### config.mk
export PLATFORM = sky130hd
export DESIGN_NAME = whr_cell
export DESIGN_NICKNAME = d
export VERILOG_FILES = /design/src/whr_pkg.sv /design/src/whr_cell.sv
export SDC_FILE = /design/constraint.sdc
export NUM_CORES = 1
export LEC_CHECK = 0
export BUFFER_PORTS_ARGS = -buffer_cell sky130_fd_sc_hd__buf_4
export CORE_MARGIN = 5
export CORE_UTILIZATION = 52
export CTS_CLUSTER_DIAMETER = 80
export DETAILED_ROUTE_END_ITERATION = 8
export HOLD_SLACK_MARGIN = 0.12
export MAX_ROUTING_LAYER = met4
export PLACE_DENSITY_LB_ADDON = 0.12
export REMOVE_ABC_BUFFERS = 1
export SETUP_SLACK_MARGIN = 0.02
export SLEW_MARGIN = 40
export SYNTH_ARGS = -nofsm -noshare
export SYNTH_HDL_FRONTEND = slang
export SYNTH_SLANG_ARGS = --single-unit
### constraint.sdc
create_clock -name clk -period 6.9 [get_ports clk]
set_clock_uncertainty 0.1 [all_clocks]
set_input_delay 0 -clock clk [delete_from_list [all_inputs] [get_ports clk]]
set_output_delay 0 -clock clk [all_outputs]
set_load 0.03 [all_outputs]
### src/whr_pkg.sv
// Shared types, constants and codes for the watchpoint hit resolver.
// No dependencies; whr_decode, whr_cell and the top level refer to it by scoped names.
package whr_pkg;

  // Default slot count of the top level.
  localparam int SLOTS_DEFAULT = 16;

  // Field widths fixed by the item format.
  localparam int ADDR_W   = 64;
  localparam int INSN_W   = 32;
  localparam int IDX_W    = 4;
  localparam int LEN_W    = 4;
  localparam int SIZE_W   = 7;
  localparam int ACTIVE_W = 5;

  // Item actions.
  localparam logic ACT_WRITE = 1'b0;
  localparam logic ACT_CHECK = 1'b1;

  // Reset value of the scan count.
  localparam logic [ACTIVE_W-1:0] ACTIVE_RESET = 5'd16;

  // SVE loads and stores always move one 16-byte unit.
  localparam logic [SIZE_W-1:0] SVE_BYTES = 7'd16;

  // Opcode field of the SIMD multiple-structure group.
  localparam logic [3:0] OP_FOUR_REG_A  = 4'h0;
  localparam logic [3:0] OP_FOUR_REG_B  = 4'h2;
  localparam logic [3:0] OP_THREE_REG_A = 4'h4;
  localparam logic [3:0] OP_THREE_REG_B = 4'h6;
  localparam logic [3:0] OP_TWO_REG_A   = 4'h8;
  localparam logic [3:0] OP_TWO_REG_B   = 4'hA;

  // Link between neighboring cells: scan token and best match so far.
  typedef struct packed {
    logic              tok;
    logic              found;
    logic [ADDR_W-1:0] addr;
  } link_t;

  // Slot write broadcast to all cells.
  typedef struct packed {
    logic              en;
    logic [IDX_W-1:0]  index;
    logic              enabled;
    logic [ADDR_W-1:0] start;
    logic [LEN_W-1:0]  len;
    logic [ADDR_W-1:0] report;
  } wr_t;

  // Accessed range under test, end kept at 65 bits.
  typedef struct packed {
    logic [ADDR_W-1:0] first;
    logic [ADDR_W:0]   lim;
  } probe_t;

  // One result item.
  typedef struct packed {
    logic              hit;
    logic [ADDR_W-1:0] hit_addr;
    logic              is_ls;
    logic [SIZE_W-1:0] size;
  } res_t;

endpackage

### src/whr_cell.sv
// One watchpoint slot cell: holds the slot and passes the scan token down.
// Depends on whr_pkg for the link, write and probe structs.
module whr_cell #(
  parameter int CELL_IDX = 0
) (
  input  logic                         clk,
  input  logic                         rst_n,
  input  whr_pkg::wr_t                 wr,
  input  logic [whr_pkg::ACTIVE_W-1:0] active_slots,
  input  whr_pkg::probe_t              probe,
  input  whr_pkg::link_t               link_in,
  output whr_pkg::link_t               link_out
);

  logic                        valid_r;
  logic                        len_nz_r;
  logic [whr_pkg::ADDR_W-1:0]  start_r;
  logic [whr_pkg::ADDR_W:0]    lim_r;
  logic [whr_pkg::ADDR_W-1:0]  report_r;
  logic                        tok_r;
  logic                        found_r;
  logic [whr_pkg::ADDR_W-1:0]  addr_r;
  logic                        wr_here;
  logic                        in_scan;
  logic                        overlap;
  logic                        match;

  assign wr_here = wr.en && wr.index == whr_pkg::IDX_W'(CELL_IDX);
  assign in_scan = active_slots > whr_pkg::ACTIVE_W'(CELL_IDX);

  // Slot range nonempty and each range starts before the other ends
  assign overlap = len_nz_r && ({1'b0, probe.first} < lim_r) &&
                   ({1'b0, start_r} < probe.lim);
  assign match   = valid_r && in_scan && overlap;

  // Hold the slot valid flag
  always_ff @(posedge clk) begin
    if (!rst_n) begin
      valid_r <= 1'b0;
    end else if (wr_here) begin
      valid_r <= wr.enabled;
    end
  end

  // Store the slot range with its 65-bit end
  always_ff @(posedge clk) begin
    if (wr_here) begin
      start_r  <= wr.start;
      lim_r    <= {1'b0, wr.start} + {{(whr_pkg::ADDR_W + 1 - whr_pkg::LEN_W){1'b0}}, wr.len};
      len_nz_r <= wr.len != '0;
      report_r <= wr.report;
    end
  end

  // Advance the scan token one cell
  always_ff @(posedge clk) begin
    if (!rst_n) begin
      tok_r <= 1'b0;
    end else begin
      tok_r <= link_in.tok;
    end
  end

  // Keep the first match from above, else take this slot on a match
  always_ff @(posedge clk) begin
    if (link_in.tok) begin
      found_r <= link_in.found || match;
      addr_r  <= link_in.found ? link_in.addr : report_r;
    end
  end

  assign link_out = '{tok: tok_r, found: found_r, addr: addr_r};

endmodule

==> run_results.csv, run 1 <==
group,metric,value,unit
cts,cts_resized,0,
placement,hpwl,28400,um
power_and_ir_drop,p_switching,0.000953,W
worst_hold_path,hp-class,"input port to flop",
power_and_ir_drop,swShare,24.5,%
floorplan,num_rows,58,
yosys,synth-simple-area-share,9.70,%
yosys,synth_ff_type,"edfxtp_1",
cts,clock-root-buffer,"clkbuf_16",
worst_setup_path,cpPeakStageDelay,0.56,ns
global_routing,grtUsageTotal,33.7,%
worst_setup_path,crit_chain,"dlygate4sd3_1 -> buf_4 -> ha_1 -> inv_1 -> fa_1 -> nor2b_1 -> o21a_1 -> nor2_1 -> nor2b_1 -> nand4_1 -> nor4_1 -> and3_1",
worst_setup_path,required,7.21,ns
timing,hold_violations,0,
power_and_ir_drop,power_density,185,nW/um^2
worst_setup_path,path_class,"input port to flop",
yosys,synth_cell_types,63,
floorplan,io_pins,406,
cells_and_area,syn_to_final_growth,58.4,%
global_routing,grt_pass1_vias,12300,
power_and_ir_drop,ir_drop,0.219,mV
worst_setup_path,cp-end-kind,"flop",
yosys,synth_top_area_share,58.6,%
global_routing,grt_pass1_wl,71300,um
cts,cts-hold-fix-buffers,344,
cts,clk_latency,0.54,ns
cells_and_area,final_nets,2240,
placement,gp_congestion,0.868,
placement,portBuffers,405,
worst_setup_path,path_delay_family,"simple AND/OR/NAND/NOR gates",
cts,htree_num_levels,1,
cts,cts_setup_buffers,0,
floorplan,core,25200,um^2
worst_hold_path,min_from,"wr[31]",
floorplan,initial_core_util,52.7,%
yosys,ys_warn_count,0,
cells_and_area,utilization,83.5,%
yosys,syn_area,13300,um^2
status,outcome,"complete, no violations",
routing,finalWirelength,48900,um
floorplan,die-height,170,um
yosys,synth-edff-count,259,
cells_and_area,drive_above_1_share,29.8,%
global_routing,overflow,0,
timing,tns,0,ns
worst_hold_path,holdPathEnd,"report_r[31]$_DFFE_PP_",
yosys,synth_area_leaders,"edfxtp_1, ha_1, mux2_2, inv_1, xnor2_1",
power_and_ir_drop,p_clk_share,36.3,%
global_routing,antenna_found_initial,11,
worst_setup_path,path_buf_inv,3,
worst_setup_path,r2r-start,"start_r[24]$_DFFE_PP_",
timing,max_freq,0.346,GHz
worst_setup_path,start_kind,"input port",
timing,maxSlewHeadroom,49.8,%
cts,clock_sinks,261,
power_and_ir_drop,intPower,0.00294,W
power_and_ir_drop,seqPwrFrac,46.7,%
cts,cts_buffers,28,
yosys,yosys.area.top_type,"edfxtp_1",
yosys,synth.ff_latch_count,261,
worst_setup_path,reg2reg_to,"found_r$_DFFE_PP_",
yosys,synthAdderAreaFrac,12.4,%
worst_setup_path,crit_fanout,8,
routing,vias_per_cell,5.40,
timing,rsz0062_at_grt,"false",
worst_setup_path,cpMostUsedCell,"nor2b_1",
timing,slew_violations,0,
yosys,synth_top_family_by_area,"adder cells",
yosys,avgSynthCellArea,13.3,um^2
timing,period_share,41.9,%
worst_hold_path,hold_depth,2,
yosys,synth-compound-area-share,5.06,%
yosys,seq_area_frac_synth,58.9,%
worst_setup_path,r2r_slack,4.10,ns
routing,drtAntennaViolNets,0,
job,cap_violations,0,
power_and_ir_drop,leakage,9.08,nW
floorplan,fp.dieW,170,um
yosys,synthMuxAreaShare,5.50,%
cts,cts_tree,"yes",
yosys,synth_xor_xnor_area_share,4.09,%
floorplan,die-area,28800,um^2
cts,clk_pin_slew,0.06,ns
power_and_ir_drop,combPwrFrac,17.0,%
routing,wl_per_cell,22.9,um
worst_setup_path,r2r_cells,8,
timing,finalWorstSetupSlack,4.01,ns
yosys,synthCells,1000,
routing,vias,11500,
timing,setup_viol,0,
timing,tightestPinTransition,0.753,ns
yosys,ys_async_sr_fraction,0,%
routing,drc,0,
routing,firstDrtPassIters,5,
worst_setup_path,crit_arrival,3.20,ns
worst_setup_path,critPathSlowestCell,"dlygate4sd3_1",
cts,cts_max_path_buffers,3,
global_routing,grt_max_degree,78,
timing,holdWs,0.130,ns
routing,drt-initial-drc-count,923,
placement,pre_cts_ws,4.16,ns
timing,period_needed,2.89,ns
## logic make-up after synthesis
| logic type | after synthesis |
|---|---|
| fa+ha+maj | 131 |
| buf+inv | 151 |
| xor+xnor | 62 |
| simple gates | 225 |
| mux | 65 |
| flops | 261 |
| compound gates | 105 |
## worst max-delay path by stage
stage | startpoint | endpoint | cells after the start
global route | wr[68] | lim_r[64]$_DFFE_PP_ | 12
CTS | start_r[24]$_DFFE_PP_ | found_r$_DFFE_PP_ | 8
detailed placement | start_r[24]$_DFFE_PP_ | found_r$_DFFE_PP_ | 8
finish | wr[68] | lim_r[64]$_DFFE_PP_ | 12
global placement | start_r[30]$_DFFE_PP_ | found_r$_DFFE_PP_ | 8
floorplan | wr[134] | valid_r$_SDFFE_PN0P_ | 4
## power groups by stage
stage | sequential [W] | combinational, W | clock, W
floorplan | 0.00189 | 0.000147 | 0
global placement | 0.00184 | 0.000446 | 0
detailed placement | 0.00184 | 0.000459 | 0
CTS | 0.00181 | 0.000626 | 0.00138
global route | 0.00182 | 0.000705 | 0.00149
finish | 0.00182 | 0.000662 | 0.00141
## per-stage QoR
step,std cells,cell area (um^2),power (W)
6_report,2132,21000,0.00389
5_1_grt,2130,21000,0.00401
4_1_cts,2118,21000,0.00382
3_5_place_dp,1724,16700,0.00230
3_3_place_gp,1724,16700,0.00229
2_1_floorplan,987,13200,0.00204
## cell usage after synthesis (all sizes together), types with 3 or more instances
cell type	number
edfxtp	259
inv	138
ha	130
mux2	64
nand2	50
a21oi	44
nand4	40
nor2	36
xnor2	36
nand3	34
xor2	26
a21o	15
nor3	13
o21ai	13
and3	11
and4	9
nor4	9
a211oi	7
clkbuf	7
and2	6
buf	6
a221oi	4
a31oi	4
nor2b	4
nand2b	3
nand4b	3
o22ai	3
## cell type report
type | count | area [um^2]
antenna | 13 | 32.5
fill | 1275 | 4150
inverter | 138 | 518
clock buffer | 37 | 756
timing repair buffer | 752 | 6540
tap | 330 | 413
clock inverter | 13 | 70.1
sequential | 261 | 7820
multi-input combinational | 588 | 4880
## worst register-to-register path, cell delays in order, from the launching register on
cell      delay (ns)
edfxtp_1        0.38
ha_1            0.39
nand4_1         0.19
nor4_1          0.58
nand3_1         0.15
a31oi_1         0.32
nor4_1          0.10
a31oi_1         0.26
a211oi_1        0.07
## cell usage in the layout (no fill, tap or decap), types with 4 or more instances in the layout
cell,Yosys,layout
nor3_1,7,7
mux2_2,64,64
xor2_1,26,26
dlygate4sd3_1,0,344
nor4_1,8,8
diode_2,0,13
clkinv_2,0,5
a211oi_1,7,7
a221oi_1,4,4
buf_4,2,403
clkinvlp_4,0,4
edfxtp_1,259,259
clkbuf_1,7,8
clkinv_1,0,4
o21ai_0,13,13
nor2_1,33,33
and4_1,6,6
a21oi_1,44,44
inv_1,138,138
buf_6,1,4
nand4_1,38,38
xnor2_1,36,36
a31oi_1,4,4
and3_1,8,8
a21o_1,15,15
nor2b_1,4,4
nand3_1,33,33
nand2_1,49,49
clkbuf_16,0,29
ha_1,130,130
## per-layer routing
layer  GRT usage [%]  wire length (um)  vias to the layer above
met5               -                 0                        -
met4            15.5              2490                        0
met3            7.67              4300                      158
met2            56.6             24600                      623
met1            38.4             17500                     5484
li1                -                 -                     5243
## state kept, by name (all words and copies together) (netlist names)
| register | cells |
|---|---|
| tok_r | 1 |
| start_r | 64 |
| found_r | 1 |
| len_nz_r | 1 |
| lim_r | 65 |
| addr_r | 64 |
| valid_r | 1 |
| report_r | 64 |
Note: power is estimated with default switching activity, not from simulation.
==> run 2, diff against run 1 <==
Settings changed: CORE_UTILIZATION 52 to 47.
Clock period 6.9 ns to 2.6 ns, I/O delays scaled along.
==> run_results.csv, run 2 <==
group,metric,value,unit
floorplan,io_pins,406,
placement,portBuffers,405,
floorplan,die-height,178,um
cts,clock_sinks,261,
yosys,seq_area_frac_synth,58.9,%
yosys,synthCells,1000,
cts,cts_max_path_buffers,3,
yosys,avgSynthCellArea,13.3,um^2
yosys,synth.ff_latch_count,261,
floorplan,initial_core_util,47.7,%
placement,gp_congestion,0.867,
yosys,synth_cell_types,63,
yosys,yosys-top-cells-count,"edfxtp_1, inv_1, ha_1, mux2_2, nand2_1",
yosys,synth_area_leaders,"edfxtp_1, ha_1, mux2_2, inv_1, xnor2_1",
cts,cts-hold-fix-buffers,368,
yosys,syn_area,13300,um^2
yosys,synth_ff_type,"edfxtp_1",
floorplan,fp.dieW,178,um
placement,place_area,16900,um^2
status,error,"[ERROR RSZ-0060] Max buffer count reached.",
yosys,yosysMostFrequentCell,"edfxtp_1",
status,outcome,"did not finish",
placement,hpwl,28300,um
yosys,synth_top_area_share,58.6,%
yosys,ys_warn_count,0,
cts,cts_buffers,29,
cts,cts_setup_buffers,0,
cts,clock-root-buffer,"clkbuf_16",
cts,cts_resized,2,
yosys,ys_async_sr_fraction,0,%
yosys,yosys.area.top_type,"edfxtp_1",
yosys,synth-edff-count,259,
floorplan,num_rows,61,
status,haltStage,"clock tree synthesis",
cts,htree_num_levels,1,
-- run 2: cell counts after synthesis --
No cell type changed its count.
-- run 2: kinds of logic after synthesis --
logic type                 synth area share (%)
and+or+nand+nor                            9.70
buffers and inverters                      4.38
DFF                                        58.9
xor gates and xnor gates                   4.09
AOI/OAI and AO/OA                          5.06
muxes                                      5.50
adders and majority gates                  12.4
-- run 2: stage by stage --
step	hold slack (ns)	worst slack (ns)	cells
2_1_floorplan	-0.00113	-2.90	987
3_3_place_gp	0.0784	-0.0117	1782
3_5_place_dp	0.0793	-0.107	1782
==> run 3, diff against run 2 <==
Settings changed: CORE_UTILIZATION 47 to 40, CTS_CLUSTER_DIAMETER 80 to unset, HOLD_SLACK_MARGIN 0.12 to unset, MAX_ROUTING_LAYER met4 to unset, PLACE_DENSITY_LB_ADDON 0.12 to 0.15, SETUP_SLACK_MARGIN 0.02 to unset.
Clock period 2.6 ns to 3.4 ns, I/O delays scaled along.
==> run_results.csv, run 3 (synthesis results as in run 1) <==
group,metric,value,unit
global_routing,grt_max_degree,68,
worst_setup_path,reg2reg_to,"found_r$_DFFE_PP_",
cts,cts_resized,0,
worst_setup_path,crit_arrival,3.03,ns
cells_and_area,utilization,61.0,%
timing,tightestPinTransition,0.701,ns
job,cap_violations,0,
worst_setup_path,cp-end-kind,"flop",
cells_and_area,stdcell_area,19900,um^2
global_routing,antenna_found_initial,6,
floorplan,die-height,192,um
cts,cts_setup_buffers,0,
cts,cts_buffers,30,
timing,period_needed,2.76,ns
placement,hpwl,29700,um
worst_setup_path,required,3.68,ns
cells_and_area,regMostFlops,"lim_r",
worst_setup_path,start_kind,"flop",
cts,clock-root-buffer,"clkbuf_16",
timing,slew_violations,0,
worst_setup_path,crit_chain,"inv_1 -> ha_1 -> a211oi_1 -> nor2_1 -> o32a_1 -> o31ai_1 -> o211ai_1 -> and4b_1 -> a211oi_1",
timing,hold_violations,0,
cts,cts_max_path_buffers,3,
worst_setup_path,cpPeakStageDelay,0.48,ns
cts,cts-hold-fix-buffers,201,
cells_and_area,drive_above_1_share,32.8,%
placement,portBuffers,405,
worst_setup_path,crit_fanout,2,
placement,place_area,16900,um^2
worst_setup_path,r2r-start,"lim_r[14]$_DFFE_PP_",
worst_setup_path,path_class,"flop to flop",
worst_setup_path,r2r_slack,0.64,ns
power_and_ir_drop,finalPower,0.00800,W
power_and_ir_drop,power_density,403,nW/um^2
timing,holdWs,0.0209,ns
worst_setup_path,r2r_cells,9,
cells_and_area,seq_area,7820,um^2
cts,cts_tree,"yes",
cts,clock_sinks,261,
power_and_ir_drop,leakage,8.56,nW
routing,vias_per_cell,4.83,
worst_hold_path,hp-class,"input port to flop",
cells_and_area,multi_input_area,4880,um^2
cells_and_area,syn_to_final_growth,49.7,%
routing,firstDrtPassIters,5,
routing,finalWirelength,40400,um
global_routing,grt_pass1_wl,59800,um
floorplan,fp.dieW,192,um
global_routing,overflow,0,
floorplan,io_pins,406,
timing,setup_viol,0,
cts,clk_latency,0.55,ns
power_and_ir_drop,ir_drop,0.373,mV
cells_and_area,num-fill-cells,2571,
floorplan,num_rows,66,
cts,htree_num_levels,1,
placement,gp_congestion,0.831,
routing,drc,0,
timing,period_share,81.1,%
timing,max_freq,0.363,GHz
floorplan,die-area,36900,um^2
routing,drt-initial-drc-count,390,
floorplan,core,32600,um^2
timing,rsz0062_at_grt,"false",
status,outcome,"complete, no violations",
routing,vias,10100,
worst_setup_path,cpMostUsedCell,"a211oi_1",
global_routing,grt_pass1_vias,10800,
timing,maxSlewHeadroom,53.3,%
cells_and_area,mostFrequentLayoutCell,"buf_4",
cells_and_area,final_cell_mix,"buf_4, edfxtp_1, dlygate4sd3_1, inv_1, ha_1",
global_routing,grtUsageTotal,21.0,%
routing,wl_per_cell,19.2,um
floorplan,initial_core_util,40.7,%
worst_setup_path,critPathSlowestCell,"o31ai_1",
cells_and_area,final_nets,2101,
routing,drtAntennaViolNets,0,
cts,clk_pin_slew,0.06,ns
cells_and_area,largest_register_ffs,65,
worst_setup_path,crit_start,"lim_r[14]$_DFFE_PP_",
worst_setup_path,crit_path_end,"found_r$_DFFE_PP_",
run 3: worst min path at each step:
stage	start	to	slack, ns	cells after the start
final	wr[137]	start_r[46]$_DFFE_PP_	0.02	2
after global routing	wr[137]	lim_r[46]$_DFFE_PP_	0.03	2
after CTS	wr[137]	lim_r[45]$_DFFE_PP_	0.002	2
after detailed placement	wr[27]	report_r[27]$_DFFE_PP_	0.08	1
after global placement	wr[33]	report_r[33]$_DFFE_PP_	0.08	1
after floorplan	wr[0]	report_r[0]$_DFFE_PP_	-0.001	0
run 3: power by group:
part	switching [W]	total, W	internal (W)
Combinational	0.000509	0.00115	0.000638
Sequential	0.0000266	0.00367	0.00365
Clock	0.00130	0.00318	0.00189
Total	0.00183	0.00800	0.00617
run 3: cell type report:
type | instances | share of cell area (%)
Clock inverter | 17 | 0.818
Inverter | 138 | 2.61
Sequential cell | 261 | 39.3
Timing Repair Buffer | 611 | 25.8
Clock buffer | 38 | 4.03
Multi-Input combinational cell | 588 | 24.6
Antenna cell | 5 | 0.0629
Tap cell | 442 | 2.78
run 3: metrics by stage:
step                      worst slack [ns]  cells  setup TNS (ns)
after floorplan                      -2.10    987         -393.20
after global placement               0.760   1839               0
after detailed placement             0.643   1839               0
after CTS                            0.642   2095               0
after global routing                 0.476   2100               0
final                                0.644   2100               0
run 3: layer usage:
| metal | track usage (%) | vias to the layer above | routed length (um) |
|---|---|---|---|
| met4 | 6.72 | 2 | 1220 |
| met2 | 37.0 | 334 | 20100 |
| met3 | 5.54 | 71 | 3240 |
| met1 | 25.0 | 4773 | 15800 |
| met5 | 0 | - | 7 |
| li1 | - | 4953 | - |
run 3: worst max-delay path, delay by kind of cell, from the launching register on:
family | cells | cell delay [ns]
and+or+nand+nor | 2 | 0.32
DFF | 1 | 0.35
AOI/OAI and AO/OA | 5 | 1.50
buffers and inverters | 1 | 0.07
adders and majority gates | 1 | 0.23
