**src/whr_pkg.sv**
```systemverilog
// Shared types, constants and codes for the watchpoint hit resolver.
// No dependencies; whr_decode, whr_cell and the top level refer to it by scoped names.
package whr_pkg;

  // Default slot count of the top level.
  localparam int SLOTS_DEFAULT = 16;

  // Field widths fixed by the item format.
  localparam int ADDR_W   = 64;
  localparam int INSN_W   = 32;
  localparam int IDX_W    = 4;
  localparam int LEN_W    = 4;
  localparam int SIZE_W   = 7;
  localparam int ACTIVE_W = 5;

  // Item actions.
  localparam logic ACT_WRITE = 1'b0;
  localparam logic ACT_CHECK = 1'b1;

  // Reset value of the scan count.
  localparam logic [ACTIVE_W-1:0] ACTIVE_RESET = 5'd16;

  // SVE loads and stores always move one 16-byte unit.
  localparam logic [SIZE_W-1:0] SVE_BYTES = 7'd16;

  // Opcode field of the SIMD multiple-structure group.
  localparam logic [3:0] OP_FOUR_REG_A  = 4'h0;
  localparam logic [3:0] OP_FOUR_REG_B  = 4'h2;
  localparam logic [3:0] OP_THREE_REG_A = 4'h4;
  localparam logic [3:0] OP_THREE_REG_B = 4'h6;
  localparam logic [3:0] OP_TWO_REG_A   = 4'h8;
  localparam logic [3:0] OP_TWO_REG_B   = 4'hA;

  // Link between neighboring cells: scan token and best match so far.
  typedef struct packed {
    logic              tok;
    logic              found;
    logic [ADDR_W-1:0] addr;
  } link_t;

  // Slot write broadcast to all cells.
  typedef struct packed {
    logic              en;
    logic [IDX_W-1:0]  index;
    logic              enabled;
    logic [ADDR_W-1:0] start;
    logic [LEN_W-1:0]  len;
    logic [ADDR_W-1:0] report;
  } wr_t;

  // Accessed range under test, end kept at 65 bits.
  typedef struct packed {
    logic [ADDR_W-1:0] first;
    logic [ADDR_W:0]   lim;
  } probe_t;

  // One result item.
  typedef struct packed {
    logic              hit;
    logic [ADDR_W-1:0] hit_addr;
    logic              is_ls;
    logic [SIZE_W-1:0] size;
  } res_t;

endpackage

```
**src/whr_decode.sv**
```systemverilog
// Instruction decoder: load/store class and access size in bytes.
// Depends on whr_pkg for widths and opcode constants.
module whr_decode (
  input  logic [whr_pkg::INSN_W-1:0] insn,
  output logic                       is_ls,
  output logic [whr_pkg::SIZE_W-1:0] size
);

  logic       sve;
  logic [1:0] sz;
  logic [1:0] b2324;
  logic       pair;
  logic       literal;
  logic       vgrp;
  logic       multi;
  logic       single;
  logic       common;
  logic [2:0] code;
  logic [6:0] base;
  logic [3:0] op;

  // Classify the SVE, pair, literal and SIMD structure groups
  always_comb begin
    sve = 1'b0;
    if (insn[28:25] == 4'b0010) begin
      if (insn[31:29] == 3'd4 || insn[31:29] == 3'd5 || insn[31:29] == 3'd6) begin
        sve = 1'b1;
      end else if (insn[31:29] == 3'd7) begin
        sve = !insn[15] || !insn[13] || insn[15:13] == 3'd6 || insn[15:13] == 3'd7;
      end
    end
    sz      = insn[31:30];
    b2324   = insn[24:23];
    pair    = !insn[28] && insn[29];
    literal = insn[28] && !insn[29] && !insn[24];
    vgrp    = insn[29:28] == 2'b00 && !insn[31];
    multi   = vgrp && ((b2324 == 2'd0 && insn[21:16] == 6'd0) ||
                       (b2324 == 2'd1 && !insn[21]));
    single  = vgrp && ((b2324 == 2'd2 && insn[20:16] == 5'd0) || b2324 == 2'd3);
    common  = insn[29:28] == 2'b00 && !insn[26] && b2324 == 2'd0 && insn[11];
    code    = {insn[23], sz};
    base    = insn[30] ? 7'd16 : 7'd8;
    op      = insn[15:12];
    is_ls   = (!insn[25] && insn[27]) || sve;
  end

  // Pick the access size, SVE first, then SIMD, then general registers
  always_comb begin
    size = 7'd0;
    if (!is_ls) begin
      size = 7'd0;
    end else if (sve) begin
      size = whr_pkg::SVE_BYTES;
    end else if (insn[26]) begin
      if (literal) begin
        size = 7'd4 << sz;
      end else if (multi) begin
        if (op == whr_pkg::OP_FOUR_REG_A || op == whr_pkg::OP_FOUR_REG_B) begin
          size = base << 2;
        end else if (op == whr_pkg::OP_THREE_REG_A || op == whr_pkg::OP_THREE_REG_B) begin
          size = base + (base << 1);
        end else if (op == whr_pkg::OP_TWO_REG_A || op == whr_pkg::OP_TWO_REG_B) begin
          size = base << 1;
        end else begin
          size = base;
        end
      end else if (single) begin
        size = base;
      end else if (pair) begin
        size = 7'd8 << sz;
      end else begin
        size = (code == 3'd7) ? 7'd64 : (7'd1 << code);
      end
    end else if (pair) begin
      if (sz == 2'd1) begin
        size = insn[22] ? 7'd8 : 7'd16;
      end else begin
        size = (sz == 2'd0) ? 7'd8 : 7'd16;
      end
    end else if (common && (sz == 2'd0 || insn[31])) begin
      size = base;
    end else if (literal) begin
      size = (sz == 2'd2) ? 7'd4 : (7'd4 << sz);
    end else begin
      size = 7'd1 << sz;
    end
  end

endmodule

```
**config.mk**
```make
export PLATFORM = sky130hd
export DESIGN_NAME = whr_decode
export DESIGN_NICKNAME = d
export VERILOG_FILES = /design/src/whr_pkg.sv /design/src/whr_decode.sv
export SDC_FILE = /design/constraint.sdc
export NUM_CORES = 1
export LEC_CHECK = 0
export ABC_AREA = 0
export BUFFER_PORTS_ARGS = -buffer_cell sky130_fd_sc_hd__buf_2
export CORE_MARGIN = 2
export CORE_UTILIZATION = 30
export DETAILED_ROUTE_END_ITERATION = 8
export GPL_TIMING_DRIVEN = 1
export MAX_ROUTING_LAYER = met4
export PLACE_DENSITY = 0.59
export SETUP_SLACK_MARGIN = 0.1
export SLEW_MARGIN = 25
export SYNTH_ARGS = -nofsm -noshare
export SYNTH_HDL_FRONTEND = slang
export SYNTH_SLANG_ARGS = --single-unit
```
**constraint.sdc**
```tcl
create_clock -name vclk -period 1.5
set_input_delay 0.075 -clock vclk [all_inputs]
set_output_delay 0.075 -clock vclk [all_outputs]
set_load 0.005 [all_outputs]
```
==> key figures, run 1 <==
Die
  • Row cnt: 15
  • I/O pin count: 40
  • Core box area: 0.001727 sq mm
  • Die H: 46.74 um
  • Die width: 46.74 um
  • Die area: 0.002185 sq mm
  • Initial core utilization: 0.3174

Drt
  • WL/cell: 12.86 um
  • Pre-Repair DR Iteration Count: 4
  • Starting DRT DRC Count: 19
  • Vias: 873
  • DRC Markers: 0
  • Antenna Nets Post-Route: 0
  • Drt via density: 5.422
  • Routed WL: 2071 um

Worst hold path
  • Hold path start: insn[27]
  • Worst Hold End: is_ls
  • HP Class: primary input to output pin
  • Depth of the worst hold-timing path: 4

Pwr
  • Static Leak: 0.0004211 uW
  • Final Total Pwr: 228.6 uW
  • Peak supply drop: 0.1094 mV
  • Pwr Density: 248.2 mW/mm^2

Critical path
  • Startpoint class of the critical path: primary input
  • Worst EP required: 1420 ps
  • Slowest library cell on the worst path: mux2_4
  • CP Class: primary input to output pin
  • Crit path DAT: 1410 ps
  • Critical Path Fanout Max: 2
  • Delay of the slowest cell on the worst path: 260 ps
  • Critical path, cell by cell: buf_6 > nand2b_4 > nor2_4 > inv_2 > ha_4 > mux2_4 > a22o_1 > a31oi_2 > nor4_2 > buf_2
  • Worst setup EP type: output pin

Logic synthesis
  • Post-synth top cells: nand2_1, nor2_1, a21oi_1, nand2b_1, nor2b_1
  • Syn Inst Count: 93
  • Combinational family with the most area after synthesis: simple AND/OR/NAND/NOR gates
  • Yosys Warn Count: 0
  • Share of the synthesized area in the top cell type: 0.08219
  • Mux cell area share after synthesis: 0.03881
  • Mapped cell area: 548.0 sq um
  • Post-synthesis compound-gate area fraction: 0.4064
  • Syn avg cell area: 5.893 sq um
  • Syn_nets: 127
  • Synth Area in Simple Gates: 0.4338
  • Post-Synth Adder-Cell Area: 0.04566
  • Post-synthesis xor/xnor area fraction: 0
  • Synth cell types: 36
  • Share of the yosys chip area belonging to registers: 0
  • Yosys top cell by area: nand2_1
  • Synth top area cells: nand2_1, nor2_1, nand2b_1

Flow run
  • Max-Cap Viols: 0

Placement
  • Placer congestion estimate: 0.9843
  • Post-DP Area: 814.5 sq um
  • Post-DP HPWL: 1616 um
  • IO buf count: 29

GRT
  • Vias in the first global route: 738
  • GRT overflow: 0
  • Largest net degree at the start of global routing: 12
  • GRT Total Usage: 0.1919
  • First-pass GRT wire length: 3125 um
  • Initial antenna violation count: 0

Timing
  • Count of endpoints failing setup in the final report: 0
  • Least-Margin Pin Slew: 312.4 ps
  • Crit path time final: 1488 ps
  • RSZ-0062 raised after global routing: true
  • Final Hold Fails: 0
  • Max Fclk: 672.0 MHz
  • Final max-slew violation count: 0
  • Fin crit share: 0.9921
  • Worst slew margin: 0.7917
  • Setup TNS: 0 ps

Clock tree
  • Post-CTS Hold Buffers: 0

Final layout
  • Multi-input logic area: 581.8 sq um
  • Clkbuf count: 0
  • Antenna diodes: 0
  • Reg area: 0 sq um
  • Share of layout cells above drive strength 1: 0.4706
  • Final instance area: 920.9 sq um
  • Layout area overhead: 68.04%
  • Net count, final: 172
  • Fill count: 180
  • Seq_cells: 0

Outcome
  • Status: finished clean
worst max-delay path: cells and delay by family:
family / cells / cell delay (ps)
multiplexers: 1 / 260
AO/OA/AOI/OAI: 2 / 330
AND/OR/NAND/NOR: 3 / 320
adder cells (fa/ha/maj): 1 / 150
buffers and inverters: 3 / 270
kinds of logic (layout without fill, tap and decap cells):
kind of cell | after synthesis | count (layout)
compound gates | 32 | 32
fa+ha+maj | 2 | 2
buf+inv | 9 | 52
mux | 2 | 2
simple gates | 48 | 48
layer usage:
| layer | track usage | up-vias | share of wire |
|---|---|---|---|
| li1 | - | 446 | - |
| met1 | 0.2713 | 385 | 0.43 |
| met2 | 0.3250 | 39 | 0.50 |
| met3 | 0.003846 | 3 | 0.066 |
| met4 | 0.005556 | 0 | 0.0068 |
| met5 | - | - | 0 |
area by class of cell:
class                           count  area share
Tap cell                           25     0.03397
Multi-Input combinational cell     84      0.6318
Inverter                            5     0.02038
Timing Repair Buffer               47      0.3139
worst max-delay path by stage:
| stage | from | to | slack, ps | cells after the start |
|---|---|---|---|---|
| 6_report | insn[14] | size[3] | 10 | 10 |
| 5_1_grt | insn[29] | size[3] | -70 | 7 |
| 4_1_cts | insn[14] | size[3] | -20 | 10 |
| 3_5_place_dp | insn[14] | size[3] | -150 | 10 |
| 3_3_place_gp | insn[14] | size[3] | -100 | 10 |
| 2_1_floorplan | insn[14] | size[3] | 210 | 8 |
layout by cell type (no fill, tap or decap), types with 2 or more instances in the layout:
cell       n
inv_2      3
inv_1      2
buf_2     27
a21oi_1    5
o21ai_0    4
nor2_1    10
nand2b_1   4
o21ai_1    3
o311ai_1   2
buf_4     18
nand2_1   12
nand3_1    3
nor3_1     2
nor4_1     2
o211ai_1   3
nor2b_1    5
nor3_2     2
power breakdown:
group	leakage, uW	total [uW]	internal, uW	switching, uW
Sequential	0	0	0	0
Combinational	0.000421	229	109	119
Clock	0	0	0	0
Total	0.000421	229	109	119
stage by stage:
step	instances	hold WS (ps)	worst slack, ps	utilization
6_report	161	537.0	11.87	0.5333
3_3_place_gp	158	527.1	-97.18	0.4717
2_1_floorplan	93	283.4	206.6	-
4_1_cts	160	537.3	-18.04	0.5036
5_1_grt	161	566.6	-65.01	0.5333
3_5_place_dp	158	536.4	-150.7	0.4717
timing repair:
action | in CTS | in global routing
pin swaps | 8 | 7
endpoints found under the setup margin | 3 | 5
setup buffers | 2 | 1
resized for setup | 9 | 9
No activity file was read; power rests on OpenSTA's default activity.
==> run 2, diff against run 1 <==
--- a/config.mk
+++ b/config.mk
@@ -7,12 +7,12 @@
 export LEC_CHECK = 0
 export ABC_AREA = 0
 export BUFFER_PORTS_ARGS = -buffer_cell sky130_fd_sc_hd__buf_2
-export CORE_MARGIN = 2
-export CORE_UTILIZATION = 30
+export CORE_AREA = 2 2 39 41
 export DETAILED_ROUTE_END_ITERATION = 8
+export DIE_AREA = 0 0 41 43
 export GPL_TIMING_DRIVEN = 1
 export MAX_ROUTING_LAYER = met4
-export PLACE_DENSITY = 0.59
+export PLACE_DENSITY = 0.78
 export SETUP_SLACK_MARGIN = 0.1
 export SLEW_MARGIN = 25
 export SYNTH_ARGS = -nofsm -noshare
==> key figures, run 2 (synthesized netlist as in run 1, its figures left out) <==
Final layout
  • Net count, final: 173
  • Share of layout cells above drive strength 1: 0.4526
  • Layout area overhead: 64.61%
  • Most frequent cells in the layout: buf_2, buf_4, nand2_1
  • Clkbuf count: 0
  • Final instance area: 902.1 sq um
  • Reg area: 0 sq um
  • Seq_cells: 0
  • Most common cell after layout, fill and taps aside: buf_2
  • Post-Layout Cell Count: 153
  • Antenna diodes: 0

Pwr
  • Peak supply drop: 0.1053 mV
  • Flop pwr share: 0
  • Clock network fraction of total power: 0
  • Static Leak: 0.0004215 uW
  • Pwr Density: 257.8 mW/mm^2
  • Pint: 111.3 uW
  • Combinational Power Share: 1.000
  • Switching share of power: 0.5213
  • Switching power: 121.2 uW

GRT
  • GRT overflow: 0
  • Initial antenna violation count: 0
  • Vias in the first global route: 791
  • GRT Total Usage: 0.2559
  • Largest net degree at the start of global routing: 10
  • First-pass GRT wire length: 3236 um

Placement
  • Placer congestion estimate: 0.9696
  • Post-DP HPWL: 1665 um
  • Pre-CTS setup slack: -143.1 ps
  • Post-DP Area: 810.8 sq um
  • IO buf count: 29
  • DP Cell Count: 150

Outcome
  • Failing checks: setup timing
  • Status: finished, violations left

Die
  • Die area: 0.001763 sq mm
  • Row cnt: 14
  • Die width: 41 um
  • I/O pin count: 40
  • Die H: 43 um
  • Core box area: 0.001384 sq mm
  • Initial core utilization: 0.3960

Critical path
  • Critical Path Fanout Max: 2
  • Worst EP required: 1420 ps
  • Crit path DAT: 1430 ps
  • Worst setup EP type: output pin
  • Startpoint class of the critical path: primary input
  • CP Class: primary input to output pin

Timing
  • Setup TNS: -6.262 ps
  • Final Hold Fails: 0
  • RSZ-0062 raised after global routing: true
  • Worst slew margin: 0.7734
  • Fin crit share: 1.004
  • Least-Margin Pin Slew: 334.6 ps
  • Setup WS post-layout: -6.262 ps
  • Count of endpoints failing setup in the final report: 1
  • Hold Slack: 532.2 ps
  • Final max-slew violation count: 0
  • Crit path time final: 1506 ps
  • Max Fclk: 663.9 MHz

Drt
  • Starting DRT DRC Count: 57
  • Pre-Repair DR Iteration Count: 4
  • Antenna Nets Post-Route: 0
  • Vias: 931
  • Drt via density: 6.085
  • WL/cell: 14.11 um
  • DRC Markers: 0
  • Routed WL: 2159 um

Flow run
  • Max-Cap Viols: 0

Worst hold path
  • HP Class: primary input to output pin

Clock tree
  • Post-CTS Hold Buffers: 0
==> run 2: worst max-delay path, cell delays in order <==
cell and delay, ps:
buf_6 90, nand2b_4 140, nor2_4 110, inv_2 50
ha_4 150, mux2_4 270, a22o_1 180, a31oi_1 170
nor4_2 70, buf_2 130
==> run 2: power by group through the flow <==
stage | clock (uW) | sequential, uW | combinational (uW)
3_5_place_dp | 0 | 0 | 200
2_1_floorplan | 0 | 0 | 101
4_1_cts | 0 | 0 | 217
5_1_grt | 0 | 0 | 252
3_3_place_gp | 0 | 0 | 194
6_report | 0 | 0 | 233
==> run 2: what timing repair did <==
action / CTS / global route
pin swaps: 7 / 6
endpoints found under the setup margin: 3 / 5
setup buffers: 1 / 2
gates resized for setup: 10 / 5
gates cloned: 0 / 0
==> run 2: area by class of cell <==
type                       instances  area [sq um]
multi-input combinational         84         569.3
fill                             124         481.7
timing repair buffer              48         294.0
tap                               16         20.02
inverter                           5         18.77
==> run 2: per-stage QoR <==
step | util | power (uW)
3_5_place_dp | 0.5859 | 200.5
5_1_grt | 0.6519 | 251.5
4_1_cts | 0.6239 | 217.3
3_3_place_gp | 0.5859 | 193.5
6_report | 0.6519 | 232.6
2_1_floorplan | - | 101.4
==> run 2: routing by layer <==
layer	wire [um]	share of wire	track usage	vias up
li1	-	-	-	446
met1	805	0.37	0.2943	411
met2	1092	0.51	0.4219	63
met3	199	0.092	0.03665	11
met4	61	0.028	0.1000	0
met5	0	0	-	-
==> run 2: path summary, 6_finish.rpt <==
| path | startpoint | end | slack [ps] | cells past startpoint |
|---|---|---|---|---|
| worst max-delay path | insn[14] | size[3] | -6 | 10 |
| worst min-delay path | insn[27] | is_ls | 530 | 4 |
==> run 3, diff against run 2 <==
--- a/config.mk
+++ b/config.mk
@@ -10,6 +10,7 @@
 export CORE_AREA = 2 2 39 41
 export DETAILED_ROUTE_END_ITERATION = 8
 export DIE_AREA = 0 0 41 43
+export GPL_ROUTABILITY_DRIVEN = 1
 export GPL_TIMING_DRIVEN = 1
 export MAX_ROUTING_LAYER = met4
 export PLACE_DENSITY = 0.78
@@ -18,3 +19,4 @@
 export SYNTH_ARGS = -nofsm -noshare
 export SYNTH_HDL_FRONTEND = slang
 export SYNTH_SLANG_ARGS = --single-unit
+export TNS_END_PERCENT = 10
==> constraint.sdc (replaced) <==
create_clock -name vclk -period 1.81
set_input_delay 0.0905 -clock vclk [all_inputs]
set_output_delay 0.0905 -clock vclk [all_outputs]
set_load 0.005 [all_outputs]
==> key figures, run 3 (synthesized netlist as in run 1, its figures left out) <==
Final layout
  • Share of layout cells above drive strength 1: 0.3361
  • Clkbuf count: 0
  • Post-Layout Cell Count: 138
  • Final Core Density: 0.5326
  • Fill count: 143
  • Reg area: 0 sq um
  • Most frequent cells in the layout: buf_2, nand2_1, nor2_1
  • Most common cell after layout, fill and taps aside: buf_2
  • Net count, final: 158
  • Layout area overhead: 34.47%
  • Seq_cells: 0
  • Antenna diodes: 0

Timing
  • Setup TNS: 0 ps
  • Hold Slack: 567.8 ps
  • Setup WS post-layout: 184.7 ps
  • Least-Margin Pin Slew: 448.7 ps
  • Count of endpoints failing setup in the final report: 0
  • Fin crit share: 0.8980
  • Final Hold Fails: 0
  • Final max-slew violation count: 0
  • Crit path time final: 1625 ps
  • Worst slew margin: 0.6991
  • Max Fclk: 615.3 MHz
  • RSZ-0062 raised after global routing: false

GRT
  • Initial antenna violation count: 0
  • GRT overflow: 0
  • Vias in the first global route: 705
  • Largest net degree at the start of global routing: 16
  • GRT Total Usage: 0.2221
  • First-pass GRT wire length: 2856 um

Pwr
  • Peak supply drop: 0.08390 mV
  • Static Leak: 0.0003345 uW
  • Pwr Density: 205.1 mW/mm^2

Drt
  • Pre-Repair DR Iteration Count: 4
  • DRC Markers: 0
  • Antenna Nets Post-Route: 0
  • Routed WL: 1903 um
  • Vias: 855
  • WL/cell: 13.79 um
  • Drt via density: 6.196
  • Starting DRT DRC Count: 59

Critical path
  • Crit path DAT: 1530 ps
  • Worst EP required: 1720 ps
  • Worst setup EP type: output pin
  • Crit path from: insn[14]
  • Most used cell, CP: buf_2
  • Delay of the slowest cell on the worst path: 260 ps
  • Critical path, cell by cell: buf_2 > nand2b_4 > nor2_2 > inv_1 > ha_1 > mux2_2 > a22o_1 > a31oi_2 > nor4_2 > buf_2
  • Slowest library cell on the worst path: mux2_2
  • CP Class: primary input to output pin
  • Critical Path Fanout Max: 4
  • Startpoint class of the critical path: primary input

Worst hold path
  • Depth of the worst hold-timing path: 5
  • Hold path start: insn[13]
  • Worst Hold End: is_ls
  • HP Class: primary input to output pin

Die
  • Row cnt: 14
  • Initial core utilization: 0.3960
  • Die width: 41 um
  • Die H: 43 um
  • Core box area: 0.001384 sq mm
  • Die area: 0.001763 sq mm
  • I/O pin count: 40

Placement
  • DP Cell Count: 137
  • IO buf count: 29
  • Pre-CTS setup slack: 55.70 ps
  • Placer congestion estimate: 0.9398
  • Post-DP HPWL: 1517 um

Flow run
  • Max-Cap Viols: 0

Clock tree
  • Post-CTS Hold Buffers: 0

Outcome
  • Status: finished clean
run 3: how the worst max path moves through the flow:
| stage | slack (ps) | endpoint |
|---|---|---|
| after floorplan | 490 | size[3] |
| after global placement | 120 | size[3] |
| after detailed placement | 60 | size[3] |
| after CTS | 100 | size[3] |
| after global routing | 120 | size[3] |
| final | 180 | size[3] |
run 3: timing repair:
item	4_1_cts	5_1_grt
gates resized for setup	2	1
setup endpoints to repair	1	2
buffers inserted	0	1
pin swaps	0	2
run 3: per-stage QoR:
step                      power [uW]  area (sq um)
after CTS                      145.9         721.9
after detailed placement       143.1         713.2
after global placement         138.0         713.2
final                          151.1         737.0
after global routing           165.5         737.0
after floorplan                84.02         548.0
run 3: routing by layer:
layer	global-route usage	part of all wire	vias up
li1	-	-	417
met1	0.2785	0.41	391
met2	0.3906	0.50	41
met3	0	0.074	6
met4	0.02667	0.019	0
met5	-	0	-
run 3: area by class of cell:
type                            count  area, sq um  area share
Tap cell                           16        20.02     0.02716
Inverter                            5        18.77     0.02547
Timing Repair Buffer               33        175.2      0.2377
Multi-Input combinational cell     84        523.0      0.7097
run 3: report_power, final:
group / internal [uW] / switching (uW)
sequential: 0 / 0
combinational: 64.0 / 87.1
clock: 0 / 0
total: 64.0 / 87.1
run 3: critical path: cells and delay by family:
family | cells | cell delay (ps)
and+or+nand+nor | 3 | 330
buffers and inverters | 3 | 300
muxes | 1 | 260
adders and majority gates | 1 | 170
AOI/OAI and AO/OA | 2 | 370
